### config.mk
export PLATFORM = sky130hd
export DESIGN_NAME = mst_cell
export DESIGN_NICKNAME = d
export VERILOG_FILES = /design/src/hdl/prim_minimum_spanning_tree_assert.svh /design/src/hdl/mst_pkg.sv /design/src/hdl/mst_cell.sv
export SDC_FILE = /design/constraint.sdc
export NUM_CORES = 1
export LEC_CHECK = 0
export ABC_CLOCK_PERIOD_IN_PS = 3900
export BUFFER_PORTS_ARGS = -buffer_cell sky130_fd_sc_hd__buf_2
export CORE_MARGIN = 2
export CORE_UTILIZATION = 50
export DETAILED_ROUTE_END_ITERATION = 12
export PLACE_DENSITY = 0.81
export SKIP_LAST_GASP = 1
export SLEW_MARGIN = 20
export SYNTH_ARGS = -nofsm -noshare
export SYNTH_HDL_FRONTEND = slang
export SYNTH_SLANG_ARGS = --single-unit
### constraint.sdc
create_clock -name clk -period 3.9 [get_ports clk]
set_clock_uncertainty 0.05 [all_clocks]
set_input_delay 0.975 -clock clk [delete_from_list [all_inputs] [get_ports clk]]
set_output_delay 0.975 -clock clk [all_outputs]
set_load 0.01 [all_outputs]
### src/hdl/prim_minimum_spanning_tree_assert.svh
// Assertion macros for the spanning tree block.
// No dependencies.
`ifndef PRIM_MINIMUM_SPANNING_TREE_ASSERT_SVH
`define PRIM_MINIMUM_SPANNING_TREE_ASSERT_SVH
`define MST_ASSERT_IMPL(lbl, clk, rstn, ante, cons) \
  lbl: assert property (@(posedge clk) disable iff (!rstn) (ante) |-> (cons)) \
    else $error("assertion failed");
`define MST_ASSERT_NEXT(lbl, clk, rstn, ante, cons) \
  lbl: assert property (@(posedge clk) disable iff (!rstn) (ante) |=> (cons)) \
    else $error("assertion failed");
`endif

### src/hdl/mst_pkg.sv
// Package for the spanning tree block: payload types, modes, states.
// No dependencies.
package mst_pkg;
  localparam int VID_W = 6;
  localparam int WT_W = 16;
  localparam int TOT_W = 22;
  localparam logic [TOT_W-1:0] TOTAL_MAX = '1;

  typedef enum logic [1:0] {
    MODE_WRITE = 2'd0, MODE_CLEAR = 2'd1, MODE_RUN = 2'd2, MODE_NONE = 2'd3
  } mode_t;

  typedef enum logic [1:0] {
    ST_EDGE = 2'd0, ST_UNREACH = 2'd1, ST_SINGLE = 2'd2, ST_RSVD = 2'd3
  } status_t;

  typedef enum logic [2:0] {
    S_CLEAR, S_IDLE, S_INIT, S_SCAN, S_PICK, S_UPD
  } state_t;

  typedef struct packed {
    logic [1:0]       mode;
    logic [VID_W-1:0] row;
    logic [VID_W-1:0] column;
    logic [WT_W-1:0]  weight;
  } in_req_t;

  typedef struct packed {
    logic [VID_W-1:0] from_vertex;
    logic [VID_W-1:0] to_vertex;
    logic [WT_W-1:0]  edge_weight;
    logic [TOT_W-1:0] total_weight;
    logic [1:0]       status;
    logic             last;
  } out_res_t;

  // control from sequencer to a cell
  typedef struct packed {
    logic init;
    logic upd;
    logic pick_en;
  } cell_ctl_t;
endpackage

### src/hdl/mst_cell.sv
// One vertex cell: holds cost, neighbour and tree flag, hands the running
// minimum to the next cell through a register each cycle. Depends on mst_pkg.
module mst_cell import mst_pkg::*; #(
  parameter int IDX = 1,
  parameter int VW = 6,
  parameter int WB = 16
) (
  input  logic          clk,
  input  logic          rst_n,
  input  cell_ctl_t     ctl,
  input  logic          active,
  input  logic [WB-1:0] mat_w,
  input  logic          mat_valid,
  input  logic [VW-1:0] src_v,
  input  logic [VW-1:0] pick_v,
  input  logic [WB-1:0] min_in,
  input  logic [VW-1:0] idx_in,
  input  logic          fnd_in,
  input  logic [VW-1:0] nb_in,
  output logic [WB-1:0] min_out,
  output logic [VW-1:0] idx_out,
  output logic          fnd_out,
  output logic [VW-1:0] nb_out
);
  logic [WB-1:0] cost_r;
  logic [VW-1:0] nb_r;
  logic          tree_r;
  logic          cand;
  logic [WB-1:0] min_r;
  logic [VW-1:0] idx_r;
  logic          fnd_r;
  logic [VW-1:0] nbc_r;
  localparam logic [VW-1:0] MYIDX = VW'(IDX);

  always_ff @(posedge clk) begin
    if (!rst_n) begin
      tree_r <= 1'b0;
    end else if (ctl.init) begin
      tree_r <= 1'b0;
    end else if (ctl.pick_en && pick_v == MYIDX) begin
      tree_r <= 1'b1;
    end
  end

  always_ff @(posedge clk) begin
    if (mat_valid && ctl.init) begin
      cost_r <= mat_w;
      nb_r   <= '0;
    end else if (mat_valid && ctl.upd && !tree_r && mat_w < cost_r) begin
      cost_r <= mat_w;
      nb_r   <= src_v;
    end
  end

  assign cand = active && !tree_r && cost_r < min_in;

  always_ff @(posedge clk) begin
    if (!rst_n) begin
      min_r <= '1;
      idx_r <= '0;
      fnd_r <= 1'b0;
      nbc_r <= '0;
    end else begin
      min_r <= cand ? cost_r : min_in;
      idx_r <= cand ? MYIDX : idx_in;
      fnd_r <= cand | fnd_in;
      nbc_r <= cand ? nb_r : nb_in;
    end
  end

  assign min_out = min_r;
  assign idx_out = idx_r;
  assign fnd_out = fnd_r;
  assign nb_out  = nbc_r;
endmodule

==> summary.json <==
{
  "hold_class": "reg -> reg",
  "timing.final.max_slew_violations": 0,
  "cts-htree-levels": 2,
  "area_growth_syn_to_layout_pct": 25.2,
  "final_hold_viol_count": 0,
  "post_synth_and_or_nand_nor_area_fraction_pct": 16.2,
  "synthesized_instance_count": 251,
  "post_route_setup_tns_ns": 0,
  "final_critical_path_required_period_ns": 3.12,
  "grt_usage_pct": 20.8,
  "grt_first_pass_wirelength_microns": 9870,
  "reg2reg_from": "cost_r[11]",
  "synth_seq_cells": 52,
  "cp_max_fo": 20,
  "vdd.ir_drop.worst_uv": 232,
  "timing.rr.end": "idx_out[1]",
  "r2r.worst_path.cells": 7,
  "cts_resized": 0,
  "synth_xor_area_share_pct": 0,
  "min_period_over_period_pct": 80.0,
  "cts_buffer_depth": 2,
  "area_leader_netlist": "sky130_fd_sc_hd__dfxtp_1",
  "timing.max_slew.rel_slack_pct": 49.9,
  "outcome": "finished, final reports clean",
  "antenna-diode-count": 0,
  "cts_tree": "yes",
  "grt_antenna_before_repair": 0,
  "synth_fa_ha_area_share_pct": 13.9,
  "startpoint_type": "input pin",
  "hold-path-endpoint": "nb_r[4]",
  "critical_hold_path_startpoint": "nb_r[4]",
  "mux_share_of_post_synthesis_cell_area_pct": 4.82,
  "reg2reg_setup_slack_ns": 1.18,
  "drcViolationCount": 0,
  "post_cts.repair.setup_buffers": 0,
  "yosys_warnings": 0,
  "min_delay_path_depth": 2,
  "clkLatencyLatePin_ns": 0.30,
  "worstPathArrival_ns": 3.27,
  "initial_core_util_pct": 52.2,
  "vias": 2166,
  "grt_pass1_vias": 2188,
  "place.port_buffers": 92,
  "average_cell_area_after_synthesis_sq_um": 10.8,
  "dr.first_iter.drc_count": 143,
  "largest_family_of_logic_cells_by_synthesized_area": "simple AND/OR/NAND/NOR gates",
  "grt_start_max_net_pins": 38,
  "totalWireLength_microns": 6120,
  "timing_worst_setup_path_type": "in -> reg",
  "syn_area_sq_um": 2700,
  "global_route.overflow_total": 0,
  "synth_sequential_area_ratio_pct": 44.5,
  "placementRows": 26,
  "mappedNetlistNets": 345,
  "post_route_cells_drive_above_1_share_pct": 38.6,
  "synth_area_leaders": "sky130_fd_sc_hd__dfxtp_1 27%, sky130_fd_sc_hd__edfxtp_1 18%, sky130_fd_sc_hd__ha_1 14%",
  "routabilityCongestion": 0.851,
  "hold-worst-slack_ns": 0.415,
  "fp.dieArea_sq_um": 6000,
  "dieWidth_microns": 77.5,
  "fin_cells": 415,
  "synth_compound_area_share_pct": 13.9,
  "firstDrtPassIters": 4,
  "rsz0062_at_grt": "no",
  "maxCapViolations": 0,
  "ys_types": 36,
  "power.leakage_nw": 1.62,
  "clock-root-buffer": "sky130_fd_sc_hd__clkbuf_8",
  "detail-route-antenna-nets": 0,
  "final_net_count": 438,
  "portion_of_synthesized_cell_area_occupied_by_the_leading_cell_type_pct": 26.7,
  "core_sq_um": 5170,
  "floorplan.io_pins": 93,
  "placed_cells": 407,
  "timing.critical_path.to_type": "flip-flop",
  "clk_pin_slew_worst_paths_ns": 0.09,
  "power-per-cell-area_nw_per_um2": 386,
  "worst-slew-pin-transition_ns": 0.752,
  "timing.critical_path.required_ns": 4.06,
  "cts-buffers-inserted": 5,
  "setup_violations": 0,
  "fmaxAchievable_mhz": 321,
  "most_common_cell_after_layout_fill_and_taps_aside": "sky130_fd_sc_hd__buf_2",
  "hpwl_microns": 4560,
  "layout_common_cells": "92 x sky130_fd_sc_hd__buf_2, 36 x sky130_fd_sc_hd__dfxtp_1, 32 x sky130_fd_sc_hd__inv_1",
  "cts_hold_repair.buffers": 0,
  "ratio_of_routed_vias_to_standard_cells": 5.22,
  "routed_wire_length_per_instance_microns": 14.7,
  "tritoncts_num_sinks": 52,
  "die_y_microns": 77.5
}
per-stage QoR:
step                worst slack [ns]  power (mW)  cell area (sq um)  util [%]
global route                   0.668        1.37               3380      65.3
detailed placement             0.499       0.889               3230      62.5
floorplan                      0.918       0.792               2700         -
CTS                            0.801        1.31               3380      65.3
global placement               0.585       0.881               3230      62.5
finish                         0.780        1.30               3380      65.3
sequential cells by signal, indices dropped and copies added (netlist names):
register and count:
idx_out 6, min_out 16, nb_out 6, tree_r 1, fnd_out 1, cost_r 16
nb_r 6
final cells by class:
cell class	instances	area [sq um]
clock buffers	8	144
well taps	70	87.6
inverters	32	120
flip-flops and latches	52	1200
repair buffers	97	498
fillers	417	1790
multi-input cells	156	1330
critical path, cell delays in order:
cell                       delay [ns]
sky130_fd_sc_hd__buf_2           0.07
sky130_fd_sc_hd__inv_1           0.05
sky130_fd_sc_hd__ha_1            0.32
sky130_fd_sc_hd__a21oi_1         0.18
sky130_fd_sc_hd__o21a_1          0.16
sky130_fd_sc_hd__o211ai_1        0.15
sky130_fd_sc_hd__nor4_4          0.71
sky130_fd_sc_hd__buf_4           0.44
sky130_fd_sc_hd__and3b_1         0.22
cells in the mapped netlist (all sizes together):
cell type and n:
nand4 5, nor4 1, nand2b 1, ha 30, a41oi 1, a21boi 1, buf 4, a31oi 1
a311oi 1, a211o 1, a221oi 1, o2111ai 1, clkbuf 7, a21oi 9, nor4bb 1, nor4b 1
nor2 3, mux2i 13, nand3 4, o211ai 16, nor2b 2, o21a 3, or3 1, nand2 28
and3b 5, dfxtp 36, nor3 1, or4b 15, edfxtp 16, inv 32, o21ai 4, o211a 2
nor3b 2, a21o 2
cell families (layout without fill, tap and decap cells):
kind of cell               Yosys count  after routing
AOI/OAI and AO/OA                   43             43
muxes                               13             13
buffers and inverters               43            137
adders and majority gates           30             30
DFF                                 52             52
and+or+nand+nor                     70             70
worst max-delay path by stage:
stage	start	endpoint	slack, ns	cells after the start
floorplan	mat_w[2]	cost_r[0]	0.92	6
global placement	mat_w[2]	cost_r[4]	0.58	8
detailed placement	min_in[11]	idx_out[1]	0.50	9
CTS	min_in[11]	idx_out[1]	0.80	9
global route	min_in[11]	idx_out[1]	0.67	9
finish	min_in[11]	idx_out[1]	0.78	9
report_power, final:
| group | leakage [nW] | internal [mW] | switching [mW] | total (mW) |
|---|---|---|---|---|
| Clock | 0.0729 | 0.244 | 0.180 | 0.423 |
| Sequential | 0.452 | 0.605 | 0.0168 | 0.622 |
| Combinational | 1.10 | 0.118 | 0.140 | 0.258 |
| Total | 1.62 | 0.966 | 0.337 | 1.30 |
layer usage:
metal  GRT usage (%)  routed length (microns)  up-vias
met3            4.77                      413        7
met2            34.3                     2990       92
met5               0                        0        -
met4            6.43                       85        0
li1                -                        -     1089
met1            27.1                     2640      978
Note: power is estimated with default switching activity, not from simulation.
